`config.mk`:
```
export PLATFORM = sky130hd
export DESIGN_NAME = crc_checked_frame_deframer_flat
export DESIGN_NICKNAME = d
export VERILOG_FILES = /design/src/hw/rtl/cdf_pkg.sv /design/src/hw/rtl/cdf_stream_if.sv /design/src/hw/rtl/cdf_front.sv /design/src/hw/rtl/cdf_job_fifo.sv /design/src/hw/rtl/cdf_back.sv /design/src/hw/rtl/crc_checked_frame_deframer.sv /design/src/flat_wrapper.sv
export SDC_FILE = /design/constraint.sdc
export NUM_CORES = 1
export LEC_CHECK = 0
export BUFFER_PORTS_ARGS = -buffer_cell sky130_fd_sc_hd__buf_2
export CAP_MARGIN = 25
export CELL_PAD_IN_SITES_DETAIL_PLACEMENT = 0
export CELL_PAD_IN_SITES_GLOBAL_PLACEMENT = 2
export CORE_MARGIN = 1.5
export CORE_UTILIZATION = 47
export CTS_BUF_LIST = sky130_fd_sc_hd__clkbuf_4 sky130_fd_sc_hd__clkbuf_8
export DETAILED_ROUTE_END_ITERATION = 6
export HOLD_SLACK_MARGIN = 0.15
export PLACE_DENSITY = 0.92
export SETUP_SLACK_MARGIN = 0.1
export SLEW_MARGIN = 40
export SYNTH_ARGS = -nofsm -noshare
export SYNTH_HDL_FRONTEND = slang
export SYNTH_SLANG_ARGS = --single-unit
```
`constraint.sdc`:
```
create_clock -name clk_i -period 5 [get_ports clk_i]
set_input_delay 0.75 -clock clk_i [delete_from_list [all_inputs] [get_ports clk_i]]
set_output_delay 0.75 -clock clk_i [all_outputs]
set_load 0.1 [all_outputs]
```
`src/hw/rtl/cdf_pkg.sv`:
```
`timescale 1ns / 1ps
// ----------------------------------------------------------------------------
// Frame deframer package
// Shared types, codes, reset values and the CRC-16 byte update.
// ----------------------------------------------------------------------------
package cdf_pkg;

  localparam int unsigned LEN_W = 7;

  localparam logic [7:0]  HEADER_FIRST_RST  = 8'hAA;
  localparam logic [7:0]  HEADER_SECOND_RST = 8'h55;
  localparam logic [7:0]  TAIL_VALUE_RST    = 8'h55;
  localparam logic [15:0] CRC_SEED_RST      = 16'hFFFF;
  localparam logic [15:0] CRC_POLY          = 16'h1021;

  typedef enum logic [2:0] {
    PH_HEAD0,
    PH_HEAD1,
    PH_CMD,
    PH_LEN,
    PH_PAY,
    PH_CRCL,
    PH_CRCH,
    PH_TAIL
  } ph_e;

  typedef enum logic [2:0] {
    EV_PAYLOAD  = 3'd0,
    EV_EMPTY    = 3'd1,
    EV_LEN_ERR  = 3'd2,
    EV_CRC_ERR  = 3'd3,
    EV_TAIL_ERR = 3'd4
  } ev_e;

  typedef enum logic [1:0] {
    CFG_HEADER_FIRST,
    CFG_HEADER_SECOND,
    CFG_TAIL_VALUE,
    CFG_CRC_SEED
  } cfg_idx_e;

  typedef enum logic [1:0] {
    BK_IDLE,
    BK_PREP,
    BK_DUMP
  } bk_e;

  typedef struct packed {
    logic [7:0] rx_byte;
  } in_t;

  typedef struct packed {
    logic [2:0] event_res;
    logic [7:0] command;
    logic [5:0] payload_length;
    logic [5:0] byte_index;
    logic [7:0] payload_byte;
    logic       last_of_run;
  } res_t;

  typedef struct packed {
    ev_e              ev;
    logic [7:0]       command;
    logic [LEN_W-1:0] length;
  } job_t;

  typedef struct packed {
    logic             we;
    logic [LEN_W-1:0] addr;
    logic [7:0]       data;
  } pay_wr_t;

  function automatic logic [15:0] crc_feed(logic [15:0] crc, logic [7:0] b);
    logic [15:0] c;
    c = crc ^ {b, 8'h00};
    for (int k = 0; k < 8; k++) begin
      c = c[15] ? ((c << 1) ^ CRC_POLY) : (c << 1);
    end
    return c;
  endfunction

endpackage

```
`src/hw/rtl/cdf_stream_if.sv`:
```
`timescale 1ns / 1ps
// ----------------------------------------------------------------------------
// Stream channel
// Valid/ready channel carrying one payload item per request.
// ----------------------------------------------------------------------------
interface cdf_stream_if #(
  parameter type T = logic [7:0]
) ();
  logic valid;
  logic ready;
  T     data;

  modport source (output valid, output data, input ready);
  modport sink (input valid, input data, output ready);
endinterface

```
`src/hw/rtl/cdf_front.sv`:
```
`timescale 1ns / 1ps
// ----------------------------------------------------------------------------
// Frame parser
// Holds the configuration, walks the frame byte by byte, runs the CRC,
// writes payload bytes and posts one job per finished or failed frame.
// ----------------------------------------------------------------------------
module cdf_front import cdf_pkg::*; #(
  parameter int unsigned MAX_PAYLOAD = 57
) (
  input  logic        clk_i,
  input  logic        rst_ni,
  input  logic        cfg_we_i,
  input  logic [1:0]  cfg_idx_i,
  input  logic [15:0] cfg_data_i,
  cdf_stream_if.sink  rx_i,
  output job_t        job_o,
  output logic        job_valid_o,
  input  logic        job_ready_i,
  output pay_wr_t     wr_o,
  input  logic        dump_done_i
);

  ph_e              ph_q, ph_d;
  logic [7:0]       cmd_q, cmd_d;
  logic [LEN_W-1:0] len_q, len_d;
  logic [LEN_W-1:0] wp_q, wp_d, wp_inc;
  logic [7:0]       crc_lo_q, crc_lo_d;
  logic [15:0]      crc_q, crc_d;
  logic             dump_q, dump_d;
  logic [7:0]       hdr1_q, hdr2_q, tail_q;
  logic [15:0]      seed_q;
  logic [7:0]       b;
  logic             acc;

  always_ff @(posedge clk_i or negedge rst_ni) begin
    if (!rst_ni) begin
      hdr1_q <= HEADER_FIRST_RST;
      hdr2_q <= HEADER_SECOND_RST;
      tail_q <= TAIL_VALUE_RST;
      seed_q <= CRC_SEED_RST;
    end else if (cfg_we_i) begin
      unique case (cfg_idx_e'(cfg_idx_i))
        CFG_HEADER_FIRST:  hdr1_q <= cfg_data_i[7:0];
        CFG_HEADER_SECOND: hdr2_q <= cfg_data_i[7:0];
        CFG_TAIL_VALUE:    tail_q <= cfg_data_i[7:0];
        CFG_CRC_SEED:      seed_q <= cfg_data_i;
      endcase
    end
  end

  always_ff @(posedge clk_i or negedge rst_ni) begin
    if (!rst_ni) begin
      ph_q     <= PH_HEAD0;
      cmd_q    <= '0;
      len_q    <= '0;
      wp_q     <= '0;
      crc_lo_q <= '0;
      crc_q    <= CRC_SEED_RST;
      dump_q   <= 1'b0;
    end else begin
      ph_q     <= ph_d;
      cmd_q    <= cmd_d;
      len_q    <= len_d;
      wp_q     <= wp_d;
      crc_lo_q <= crc_lo_d;
      crc_q    <= crc_d;
      dump_q   <= dump_d;
    end
  end

  always_comb begin
    b           = rx_i.data.rx_byte;
    rx_i.ready  = job_ready_i && !(ph_q == PH_PAY && dump_q);
    acc         = rx_i.valid && rx_i.ready;
    wp_inc      = LEN_W'(wp_q + 1'b1);
    ph_d        = ph_q;
    cmd_d       = cmd_q;
    len_d       = len_q;
    wp_d        = wp_q;
    crc_lo_d    = crc_lo_q;
    crc_d       = crc_q;
    dump_d      = dump_q && !dump_done_i;
    job_valid_o = 1'b0;
    job_o       = '{ev: EV_TAIL_ERR, command: cmd_q, length: len_q};
    wr_o        = '{we: 1'b0, addr: wp_q, data: b};
    if (acc) begin
      unique case (ph_q)
        PH_HEAD0: begin
          if (b == hdr1_q) ph_d = PH_HEAD1;
        end
        PH_HEAD1: begin
          if (b == hdr2_q) begin
            ph_d = PH_CMD;
          end else if (b == hdr1_q) begin
            ph_d = PH_HEAD1;
          end else begin
            ph_d = PH_HEAD0;
          end
        end
        PH_CMD: begin
          cmd_d = b;
          crc_d = crc_feed(seed_q, b);
          ph_d  = PH_LEN;
        end
        PH_LEN: begin
          wp_d = '0;
          if ({1'b0, b} > 9'(MAX_PAYLOAD)) begin
            job_valid_o  = 1'b1;
            job_o.ev     = EV_LEN_ERR;
            job_o.length = '0;
            ph_d         = PH_HEAD0;
          end else begin
            len_d = b[LEN_W-1:0];
            crc_d = crc_feed(crc_q, b);
            ph_d  = (b == 8'd0) ? PH_CRCL : PH_PAY;
          end
        end
        PH_PAY: begin
          wr_o.we = 1'b1;
          wp_d    = wp_inc;
          crc_d   = crc_feed(crc_q, b);
          if (wp_inc >= len_q) ph_d = PH_CRCL;
        end
        PH_CRCL: begin
          crc_lo_d = b;
          ph_d     = PH_CRCH;
        end
        PH_CRCH: begin
          if ({b, crc_lo_q} != crc_q) begin
            job_valid_o = 1'b1;
            job_o.ev    = EV_CRC_ERR;
            ph_d        = PH_HEAD0;
            wp_d        = '0;
          end else begin
            ph_d = PH_TAIL;
          end
        end
        PH_TAIL: begin
          job_valid_o = 1'b1;
          if (b == tail_q) begin
            if (len_q == '0) begin
              job_o.ev = EV_EMPTY;
            end else begin
              job_o.ev = EV_PAYLOAD;
              dump_d   = 1'b1;
            end
          end
          ph_d = PH_HEAD0;
          wp_d = '0;
        end
      endcase
    end
  end

`ifndef SYNTH
  a_no_write_during_dump: assert property (@(posedge clk_i) disable iff (!rst_ni)
    wr_o.we |-> !dump_q)
    else $error("Payload store written while a dump is pending.");
  a_push_has_room: assert property (@(posedge clk_i) disable iff (!rst_ni)
    job_valid_o |-> job_ready_i)
    else $error("Job posted into a full queue.");
`endif

endmodule

```
`src/hw/rtl/cdf_job_fifo.sv`:
```
`timescale 1ns / 1ps
// ----------------------------------------------------------------------------
// Job queue
// Two-entry queue of frame jobs between the parser and the emitter.
// ----------------------------------------------------------------------------
module cdf_job_fifo import cdf_pkg::*; (
  input  logic clk_i,
  input  logic rst_ni,
  input  job_t push_data_i,
  input  logic push_i,
  output logic push_ready_o,
  output job_t pop_data_o,
  output logic pop_valid_o,
  input  logic pop_i
);

  localparam int unsigned DEPTH = 2;
  localparam int unsigned PTR_W = $clog2(DEPTH);
  localparam int unsigned CNT_W = $clog2(DEPTH + 1);

  job_t             entry_q [DEPTH];
  logic [PTR_W-1:0] wr_ptr_q, rd_ptr_q;
  logic [CNT_W-1:0] cnt_q;
  logic             push_ok, pop_ok;

  assign push_ready_o = cnt_q != CNT_W'(DEPTH);
  assign pop_valid_o  = cnt_q != '0;
  assign pop_data_o   = entry_q[rd_ptr_q];
  assign push_ok      = push_i && push_ready_o;
  assign pop_ok       = pop_i && pop_valid_o;

  always_ff @(posedge clk_i) begin
    if (push_ok) entry_q[wr_ptr_q] <= push_data_i;
  end

  always_ff @(posedge clk_i or negedge rst_ni) begin
    if (!rst_ni) begin
      wr_ptr_q <= '0;
      rd_ptr_q <= '0;
      cnt_q    <= '0;
    end else begin
      if (push_ok) wr_ptr_q <= PTR_W'(wr_ptr_q + 1'b1);
      if (pop_ok) rd_ptr_q <= PTR_W'(rd_ptr_q + 1'b1);
      if (push_ok && !pop_ok) begin
        cnt_q <= CNT_W'(cnt_q + 1'b1);
      end else if (pop_ok && !push_ok) begin
        cnt_q <= CNT_W'(cnt_q - 1'b1);
      end
    end
  end

`ifndef SYNTH
  a_pop_nonempty: assert property (@(posedge clk_i) disable iff (!rst_ni)
    pop_i |-> pop_valid_o)
    else $error("Job popped from an empty queue.");
`endif

endmodule

```
`src/hw/rtl/cdf_back.sv`:
```
`timescale 1ns / 1ps
// ----------------------------------------------------------------------------
// Result emitter
// Owns the payload store, takes jobs from the queue and drives one result per
// request, reading the store one byte a cycle for a good frame unless stalled.
// ----------------------------------------------------------------------------
module cdf_back import cdf_pkg::*; #(
  parameter int unsigned MAX_PAYLOAD = 57
) (
  input  logic         clk_i,
  input  logic         rst_ni,
  input  pay_wr_t      wr_i,
  input  job_t         job_i,
  input  logic         job_valid_i,
  output logic         job_pop_o,
  output logic         dump_done_o,
  cdf_stream_if.source res_o
);

  localparam int unsigned AW = (MAX_PAYLOAD > 1) ? $clog2(MAX_PAYLOAD) : 1;

  logic [7:0]       mem_q [MAX_PAYLOAD];
  logic [7:0]       rd_data_q;
  logic [AW-1:0]    rd_addr;
  bk_e              st_q, st_d;
  logic [LEN_W-1:0] idx_q, idx_d, idx_inc;
  logic [7:0]       cmd_q, cmd_d;
  logic [LEN_W-1:0] len_q, len_d;
  logic             out_valid_q, out_valid_d;
  res_t             out_q, out_d;
  logic             adv;

  always_ff @(posedge clk_i) begin
    if (wr_i.we) mem_q[wr_i.addr[AW-1:0]] <= wr_i.data;
    rd_data_q <= mem_q[rd_addr];
  end

  always_ff @(posedge clk_i or negedge rst_ni) begin
    if (!rst_ni) begin
      st_q        <= BK_IDLE;
      idx_q       <= '0;
      out_valid_q <= 1'b0;
    end else begin
      st_q        <= st_d;
      idx_q       <= idx_d;
      out_valid_q <= out_valid_d;
    end
  end

  always_ff @(posedge clk_i) begin
    cmd_q <= cmd_d;
    len_q <= len_d;
    out_q <= out_d;
  end

  assign res_o.valid = out_valid_q;
  assign res_o.data  = out_q;

  always_comb begin
    adv         = !out_valid_q || res_o.ready;
    idx_inc     = LEN_W'(idx_q + 1'b1);
    st_d        = st_q;
    idx_d       = idx_q;
    cmd_d       = cmd_q;
    len_d       = len_q;
    out_d       = out_q;
    out_valid_d = out_valid_q && !res_o.ready;
    rd_addr     = idx_q[AW-1:0];
    job_pop_o   = 1'b0;
    dump_done_o = 1'b0;
    unique case (st_q)
      BK_IDLE: begin
        if (job_valid_i && adv) begin
          job_pop_o = 1'b1;
          if (job_i.ev == EV_PAYLOAD) begin
            cmd_d = job_i.command;
            len_d = job_i.length;
            st_d  = BK_PREP;
          end else begin
            out_valid_d = 1'b1;
            out_d = '{event_res: job_i.ev, command: job_i.command,
                      payload_length: job_i.length[5:0], byte_index: 6'd0,
                      payload_byte: 8'd0, last_of_run: 1'b1};
          end
        end
      end
      BK_PREP: begin
        st_d = BK_DUMP;
      end
      BK_DUMP: begin
        if (adv) begin
          rd_addr     = idx_inc[AW-1:0];
          out_valid_d = 1'b1;
          out_d = '{event_res: EV_PAYLOAD, command: cmd_q,
                    payload_length: len_q[5:0], byte_index: idx_q[5:0],
                    payload_byte: rd_data_q, last_of_run: idx_inc == len_q};
          if (idx_inc == len_q) begin
            idx_d       = '0;
            st_d        = BK_IDLE;
            dump_done_o = 1'b1;
          end else begin
            idx_d = idx_inc;
          end
        end
      end
      default: begin
        st_d = BK_IDLE;
      end
    endcase
  end

`ifndef SYNTH
  a_status_is_last: assert property (@(posedge clk_i) disable iff (!rst_ni)
    (res_o.valid && !res_o.data.last_of_run) |-> (res_o.data.event_res == EV_PAYLOAD))
    else $error("A status result is not marked as last.");
  a_job_only_when_idle: assert property (@(posedge clk_i) disable iff (!rst_ni)
    job_pop_o |-> (st_q == BK_IDLE && job_valid_i))
    else $error("Job taken while a dump is in progress.");
`endif

endmodule

```
`src/hw/rtl/crc_checked_frame_deframer.sv`:
```
`timescale 1ns / 1ps
// ----------------------------------------------------------------------------
// CRC-checked frame deframer
// Takes one received byte per request and delivers payload or status results.
// ----------------------------------------------------------------------------
// Throughput is one byte per cycle. Payload bytes of a new frame wait while the
// previous good frame is still being read out of the payload store, and every
// byte waits while the two-entry job queue is full.
// A status result goes through the job queue and result register; a good frame
// passes the queue and prep state, then yields one result per cycle unless stalled.
// Reset is asynchronous and active low; the payload store needs no clearing.
module crc_checked_frame_deframer import cdf_pkg::*; #(
  parameter int unsigned MAX_FRAME_BYTES = 64
) (
  input  logic         clk_i,
  input  logic         rst_ni,
  input  logic         cfg_we_i,
  input  logic [1:0]   cfg_idx_i,
  input  logic [15:0]  cfg_data_i,
  cdf_stream_if.sink   rx_i,
  cdf_stream_if.source res_o
);

  localparam int unsigned MAX_PAYLOAD = MAX_FRAME_BYTES - 7;

  job_t    push_job, pop_job;
  logic    push_valid, push_ready, pop_valid, pop;
  pay_wr_t pay_wr;
  logic    dump_done;

  cdf_front #(
    .MAX_PAYLOAD(MAX_PAYLOAD)
  ) u_front (
    .clk_i      (clk_i),
    .rst_ni     (rst_ni),
    .cfg_we_i   (cfg_we_i),
    .cfg_idx_i  (cfg_idx_i),
    .cfg_data_i (cfg_data_i),
    .rx_i       (rx_i),
    .job_o      (push_job),
    .job_valid_o(push_valid),
    .job_ready_i(push_ready),
    .wr_o       (pay_wr),
    .dump_done_i(dump_done)
  );

  cdf_job_fifo u_fifo (
    .clk_i       (clk_i),
    .rst_ni      (rst_ni),
    .push_data_i (push_job),
    .push_i      (push_valid),
    .push_ready_o(push_ready),
    .pop_data_o  (pop_job),
    .pop_valid_o (pop_valid),
    .pop_i       (pop)
  );

  cdf_back #(
    .MAX_PAYLOAD(MAX_PAYLOAD)
  ) u_back (
    .clk_i      (clk_i),
    .rst_ni     (rst_ni),
    .wr_i       (pay_wr),
    .job_i      (pop_job),
    .job_valid_i(pop_valid),
    .job_pop_o  (pop),
    .dump_done_o(dump_done),
    .res_o      (res_o)
  );

endmodule

```
`src/flat_wrapper.sv`:
```
// flat-port wrapper written by rule: the top's interface ports become plain ports
module crc_checked_frame_deframer_flat import cdf_pkg::*;
#(
  parameter int unsigned MAX_FRAME_BYTES = 64
)
  (clk_i, rst_ni, cfg_we_i, cfg_idx_i, cfg_data_i, rx_i_valid, rx_i_data, rx_i_ready, res_o_valid, res_o_data, res_o_ready);
  cdf_stream_if #(.T(in_t)) rx_i_i ();
  cdf_stream_if #(.T(res_t)) res_o_i ();
  input  logic clk_i;
  input  logic rst_ni;
  input  logic cfg_we_i;
  input  logic [1:0] cfg_idx_i;
  input  logic [15:0] cfg_data_i;
  input wire logic [$bits(rx_i_i.valid)-1:0] rx_i_valid;
  input wire logic [$bits(rx_i_i.data)-1:0] rx_i_data;
  output wire logic [$bits(rx_i_i.ready)-1:0] rx_i_ready;
  output wire logic [$bits(res_o_i.valid)-1:0] res_o_valid;
  output wire logic [$bits(res_o_i.data)-1:0] res_o_data;
  input wire logic [$bits(res_o_i.ready)-1:0] res_o_ready;
  assign rx_i_i.valid = rx_i_valid;
  assign rx_i_i.data = rx_i_data;
  assign rx_i_ready = rx_i_i.ready;
  assign res_o_valid = res_o_i.valid;
  assign res_o_data = res_o_i.data;
  assign res_o_i.ready = res_o_ready;
  crc_checked_frame_deframer #(.MAX_FRAME_BYTES(MAX_FRAME_BYTES)) u_core (.clk_i(clk_i), .rst_ni(rst_ni), .cfg_we_i(cfg_we_i), .cfg_idx_i(cfg_idx_i), .cfg_data_i(cfg_data_i), .rx_i(rx_i_i), .res_o(res_o_i));
endmodule
```
== Yosys cells after proc, flatten, opt, wreduce, memory -nomap -nowiden ==
Memories as Yosys holds them, arrays and structs flattened. A register that Yosys moved wholly into a read port is not among the register bits.
Index checks and enable logic that the tools add are counted.
W data, S select, Z words.
Storage, ports and cells
  register bits: 151
  memory bits (writable): 492
  bits of input ports: 31
  output and inout bits: 34
  word-level logic and storage cells: 198
  memories: 2
Memory list
  u_core.u_back.mem_q: words 57, bits a word 8, rd ports 1, clocked after memory_dff 1, write ports 1, RTL line cdf_back.sv:22  | logic [7:0] mem_q [MAX_PAYLOAD];
  u_core.u_fifo.entry_q: words 2, bits a word 18, rd ports 1, clocked after memory_dff 0, write ports 1, RTL line cdf_job_fifo.sv:21  | job_t entry_q [DEPTH];
Operators by class
  $add $sub $neg: 6
  order comparisons: 2
  eq/ne operators: 27
  muxes and demuxes: 74
  bitwise gates (word level): 19
  reductions and logical operators: 43
Operators by type and width (number)
  $mux W13: 16
  $mux W32: 3
  $pmux W32 S2: 1
  $not A3 Y3: 16
  $pmux W16 S3: 1
  $mux W7: 5
  $xor A16 B16 Y16: 2
  $eq A8 B8 Y1: 3
  $mux W1: 24
  $mux W3: 8
  $pmux W3 S8: 1
  $pmux W7 S3: 1
  $ne A2 B2 Y1 const B: 9
  $mux W16: 1
  $ne A16 B16 Y1: 1
  $reduce_and A3 Y1: 5
  $add A7 B1 Y7 const B: 2
  $mux W2: 7
  $reduce_and A2 Y1: 7
  $eq A3 B3 Y1 const B: 4
  $mux W6: 2
  $logic_and A1 B1 Y1: 10
  $pmux W3 S3: 1
  $gt A8 B6 Y1 const B: 1
  other kinds (24): 40

== Logic depth before layout (Yosys ltp) ==
  depth after elaboration: 19
  mapped depth: 12
  gate-level depth less buffers: 10

== By module ==
A second synthesis with hierarchy kept.
Second synthesis, totals
  cells, all modules: 2288
  area total of the unflattened synthesis: 30895.9 um2
By module, submodules not included
  cdf_back: times used 1, cells each 1758, area an instance 24176.9 um2, sequential area each 15514.9 um2
  cdf_front: times used 1, cells each 456, area an instance 5176.2 um2, sequential area each 2307.2 um2
  cdf_job_fifo: times used 1, cells each 74, area an instance 1542.7 um2, sequential area each 1181.1 um2

== Least setup slack after synthesis ==
OpenSTA, ideal clock, no wires.
  path type: register -> register
  from: reg u_core.u_front.ph_q[2]
  to: mem u_core.u_fifo.entry_q[0][0] (netlist bit) (enable)
  setup time: 0.395 ns
  arrival time: 3.978 ns
  path slack: 0.627 ns
  stages on the path, launching flop included: 9
  path buffers: 2
  period minus slack after synthesis: 4.373 ns
  cell sequence: dfrtp_1 > clkbuf_1 > nor3b_1 > a21oi_1 > and2_1 > clkbuf_1 > nand2_1 > a21oi_1 > nor2b_1
Between the ends
  word-level cells in the longest chain between the ends: 9
  elaborated cells on any way between the ends: 13
  classes of those cells: eq/ne (4); mux (4); reduce/logical (5)
Ends and longest elaborated chain
  start, declared: RTL line cdf_front.sv:23  | ph_e ph_q, ph_d;
  start signal, assigned: RTL line cdf_front.sv:61  | ph_q <= ph_d;
  $eq A3 B3 Y1: RTL line cdf_front.sv:73  | rx_i.ready = job_ready_i && !(ph_q == PH_PAY && dump_q);
  $logic_and A1 B1 Y1: RTL line cdf_front.sv:73
  $logic_not A1 Y1: RTL line cdf_front.sv:73
  $logic_and A1 B1 Y1: RTL line cdf_front.sv:73
  net rx_i_ready: RTL line flat_wrapper.sv:16  | output wire logic [$bits(rx_i_i.ready)-1:0] rx_i_ready;
  $logic_and A1 B1 Y1: RTL line cdf_front.sv:74  | acc = rx_i.valid && rx_i.ready;
  $mux W1: RTL line cdf_front.sv:86  | if (acc) begin
  $logic_and A1 B1 Y1: RTL line cdf_job_fifo.sv:29  | assign push_ok = push_i && push_ready_o;
  net u_core.u_fifo.push_ok: RTL line cdf_job_fifo.sv:24  | logic push_ok, pop_ok;
  $mux W1: RTL line cdf_job_fifo.sv:33  | if (push_ok) entry_q[wr_ptr_q] <= push_data_i;
  $mux W1 (not written as such): RTL line cdf_job_fifo.sv:33
  end, declared: RTL line cdf_job_fifo.sv:21
The timed path passes the listed nets, and every way through them passes these cells.

== Final worst setup path ==
  from: reg u_core.u_back.idx_q[2]
  to: reg u_core.u_back.rd_data_q[3], read port of u_core.u_back.mem_q
Between the ends
  word-level cells in the longest chain between the ends: 3
Ends and longest elaborated chain
  start, declared: RTL line cdf_back.sv:26  | logic [LEN_W-1:0] idx_q, idx_d, idx_inc;
  start signal, assigned: RTL line cdf_back.sv:45  | idx_q <= idx_d;
  $add A7 B1 Y7: RTL line cdf_back.sv:61  | idx_inc = LEN_W'(idx_q + 1'b1);
  $mux W6: RTL line cdf_back.sv:91  | if (adv) begin
  $mux W6 (*): RTL line cdf_back.sv:71  | unique case (st_q)
  end, declared: RTL line cdf_back.sv:23  | logic [7:0] rd_data_q;
Every way passes the cells marked *; elsewhere a longest branch is shown, timed or not.
A chain may end at the register's enable or synchronous reset.

==> metrics.csv <==
stage,metric,value,unit
worst_setup_path,r2r_start,u_core.u_back.idx_q[2],
finish,fin_util,53.1,%
route,firstDrtPassIters,7,
finish,final_cell_count_no_fill,3380,
timing,min_period_over_period,88.3,%
yosys,synth_area_per_cell,13.6,um^2
worst_setup_path,critPathMaxFanout,51,
route,postRouteAntennaNets,0,
yosys,synth_top_family_by_area,multiplexers,
global_routing,antenna_found_initial,6,
clock_tree,cts_root_buf,clkbuf_8,
floorplan,io_pins,65,
route,drcViolationCount,5,
floorplan,start_util,47.5,%
yosys,syn_nets,2382,
yosys,yosysTopAreaCellShare,50.7,%
clock_tree,cts_sinks,651,
floorplan,rows,95,
route,drtIter0Drc,2504,
clock_tree,htree_levels,3,
worst_setup_path,start_kind,flip-flop,
timing,fin_hold_ws,0.262,ns
placed_design,dp_hpwl,62400,um
worst_setup_path,path_delay_family,simple AND/OR/NAND/NOR gates,
yosys,ys_top_cells_by_area,"edfxtp_1 51%, mux2i_1 7.4%, mux4_2 6.7%, dfrtp_1 4.7%, mux2_2 3.9%",
power,power.leakage,12.4,nW
global_routing,grt.overflow.total,0,
clock_tree,clockBufferDepth,3,
run_status,violations,design-rule violations,
finish,fill_cells,5543,
timing,fin_worst_skew,0.0564,ns
route,wire_per_inst,27.9,um
floorplan,fp.dieArea,0.0695,mm^2
power,ir_drop,420,uV
floorplan,core,0.0673,mm^2
run_status,status,"complete, but fails checks",
yosys,synth_edf_count,539,
clock_tree,cts_buffers,108,
placed_design,dp_slack,0.664,ns
worst_setup_path,cp_cell_sequence,"buf_4, nand3_2, o31ai_1, and2_1, nor2_1, o2bb2ai_1, a2111oi_0, or4b_1",
timing,layout_min_cycle_time,4.41,ns
finish,final_area,0.0357,mm^2
placed_design,place_congestion,1.01,
worst_setup_path,critPathArrivalTime,5.03,ns
yosys,ys_seq_area_share,59.5,%
worst_setup_path,crit_buf_inv,1,
yosys,syn-cell-area,0.0319,mm^2
clock_tree,cts_tree,yes,
clock_tree,worstSkewPairLatency,0.74,ns
placed_design,place_area,0.0335,mm^2
yosys,synthSimpleGateAreaFrac,7.64,%
power,total_power,20.4,mW
timing,hold_violations,0,
worst_setup_path,cpPeakStageDelay,0.71,ns
worst_setup_path,setup.worst_path.end_class,flip-flop,
clock_tree,clk_pin_slew_worst_paths,0.07,ns
yosys,synth_xor_area_share,2.99,%
yosys,ys_seq_elements,651,
timing,max_slew.worst_pin.slew,0.899,ns
placed_design,dpl.cell_count,3177,
timing,finalSetupViolations,0,
route,dr_total_vias,21500,
flow_run,max-cap-violations,0,
yosys,synth.distinct_cells,78,
global_routing,first_global_vias,21500,
floorplan,fp.dieW,264,um
timing,setup_tns,0,ns
finish,nNetsFinal,2458,
timing,slew_headroom,40.1,%
hold_path,worst_hold_startpoint,cfg_data_i[8],
clock_tree,post_cts_resized,0,
route,via_per_inst,6.35,
clock_tree,post_cts_buffers,0,
floorplan,die_h,264,um
route,drt-total-wl,94200,um
timing,grt_setup_unrepaired,false,
worst_setup_path,slowest_stage,a2111oi_0,
finish,drive_gt1_share,25.5,%
worst_setup_path,critPathKind,reg -> reg,
timing,setup_ws,0.587,ns
yosys,yosys.area.top_type,edfxtp_1,
yosys,async_flop_share,16.0,%
worst_setup_path,crit_start,u_core.u_back.idx_q[2],
yosys,synthFlopType,edfxtp_1,
yosys,synth_compound_area_share,8.89,%
hold_path,hold_class,in -> reg,
clock_tree,hold_buffers,1,
power,power_density,572,mW/mm^2
yosys,synthMuxAreaShare,18.0,%
placed_design,numPortBuffers,64,
worst_setup_path,worst_ep_required_time,5.62,ns
yosys,syn_inst,2341,
global_routing,grt_max_degree,104,
yosys,synth_fa_ha_area_share,0.392,%
global_routing,track_usage,27.0,%
yosys,yosys_warnings,0,
finish,area_growth,11.8,%
timing,maxSlewViolCount,0,
global_routing,grt_pass1_wl,139000,um
timing,clock.fmax,0.227,GHz
## per-layer routing
metal / wire (um) / share of wire (%) / GRT usage, %
met4: 4470 / 4.7 / 12.1
met2: 43100 / 46 / 42.2
met3: 8620 / 9.2 / 5.98
met1: 37900 / 40 / 36.3
met5: 31 / 0.033 / 0
## report_power, final
part | switching, mW | internal [mW] | total [mW] | leakage [nW]
Sequential | 0.383 | 6.31 | 6.70 | 6.18
Clock | 2.22 | 2.45 | 4.67 | 1.11
Combinational | 5.75 | 3.30 | 9.05 | 5.09
Total | 8.36 | 12.1 | 20.4 | 12.4
## area by class of cell
cell class | instances | area [um^2] | share of cell area, %
flip-flops and latches | 651 | 19000 | 53.2
multi-input cells | 1495 | 12400 | 34.6
clock buffers | 142 | 1750 | 4.91
well taps | 873 | 1090 | 3.06
repair buffers | 141 | 1060 | 2.96
clock inverters | 54 | 353 | 0.988
inverters | 20 | 75.1 | 0.210
diodes | 4 | 10.0 | 0.0280
## sequential cells by signal (all words and copies together), names as in the netlist
name,cells
u_core.u_back.mem_q,456
u_core.u_fifo.entry_q,36
u_core.u_back.res_o.data,32
u_core.u_front.crc_q,16
u_core.u_front.seed_q,16
u_core.u_back.cmd_q,8
u_core.u_back.rd_data_q,8
u_core.u_front.cmd_q,8
u_core.u_front.crc_lo_q,8
u_core.u_front.hdr1_q,8
u_core.u_front.hdr2_q,8
u_core.u_front.tail_q,8
u_core.u_back.idx_q,7
u_core.u_back.len_q,7
u_core.u_front.len_q,7
u_core.u_front.wp_q,7
u_core.u_front.ph_q,3
u_core.u_back.st_q,2
u_core.u_fifo.cnt_q,2
u_core.u_back.res_o.valid,1
u_core.u_fifo.rd_ptr_q,1
u_core.u_fifo.wr_ptr_q,1
u_core.u_front.dump_q,1
## final timing paths
| kind | endpoint | slack (ns) | cells past startpoint |
|---|---|---|---|
| max in group asynchronous | u_core.u_front.seed_q[9] | 3.29 | 4 |
| setup reg to reg | u_core.u_back.rd_data_q[3] | 0.59 | 8 |
| min in group asynchronous | u_core.u_fifo.rd_ptr_q | 0.55 | 2 |
| setup / recovery | u_core.u_back.rd_data_q[3] | 0.59 | 8 |
| hold reg to reg | u_core.u_fifo.entry_q[1][14] | 0.46 | 0 |
| hold / removal | u_core.u_front.seed_q[8] | 0.26 | 2 |
## kinds of logic (layout without fill, tap and decap cells)
kind of cell	after synthesis	count (layout)
flops	651	651
compound gates	423	423
buf+inv	195	357
fa+ha+maj	10	10
mux	442	442
other cells	0	4
simple gates	511	511
xor+xnor	109	109
## synthesized netlist by cell type, types with 27 or more instances
| cell type | number |
|---|---|
| dfstp_2 | 44 |
| nand3_1 | 62 |
| xnor2_1 | 62 |
| mux2_2 | 111 |
| mux4_2 | 95 |
| clkbuf_1 | 84 |
| buf_2 | 54 |
| a21oi_1 | 79 |
| a31oi_1 | 38 |
| nor2_1 | 150 |
| dfrtp_1 | 60 |
| nor2b_1 | 28 |
| o211ai_1 | 27 |
| o21ai_0 | 91 |
| mux2i_1 | 236 |
| nand2_1 | 137 |
| xor2_1 | 47 |
| edfxtp_1 | 539 |
| buf_1 | 28 |
## cells in the final DEF, fill, tap and decap left out, types with 63 or more instances in the layout
cell type / synthesis / routed
o21ai_0: 91 / 90
clkbuf_8: 0 / 110
nand2_1: 137 / 136
buf_2: 54 / 63
edfxtp_1: 539 / 539
mux2_2: 111 / 111
nor2_1: 150 / 110
mux2i_1: 236 / 236
a21oi_1: 79 / 78
mux4_2: 95 / 95
buf_4: 8 / 65
No activity file was read; power rests on OpenSTA's default activity.
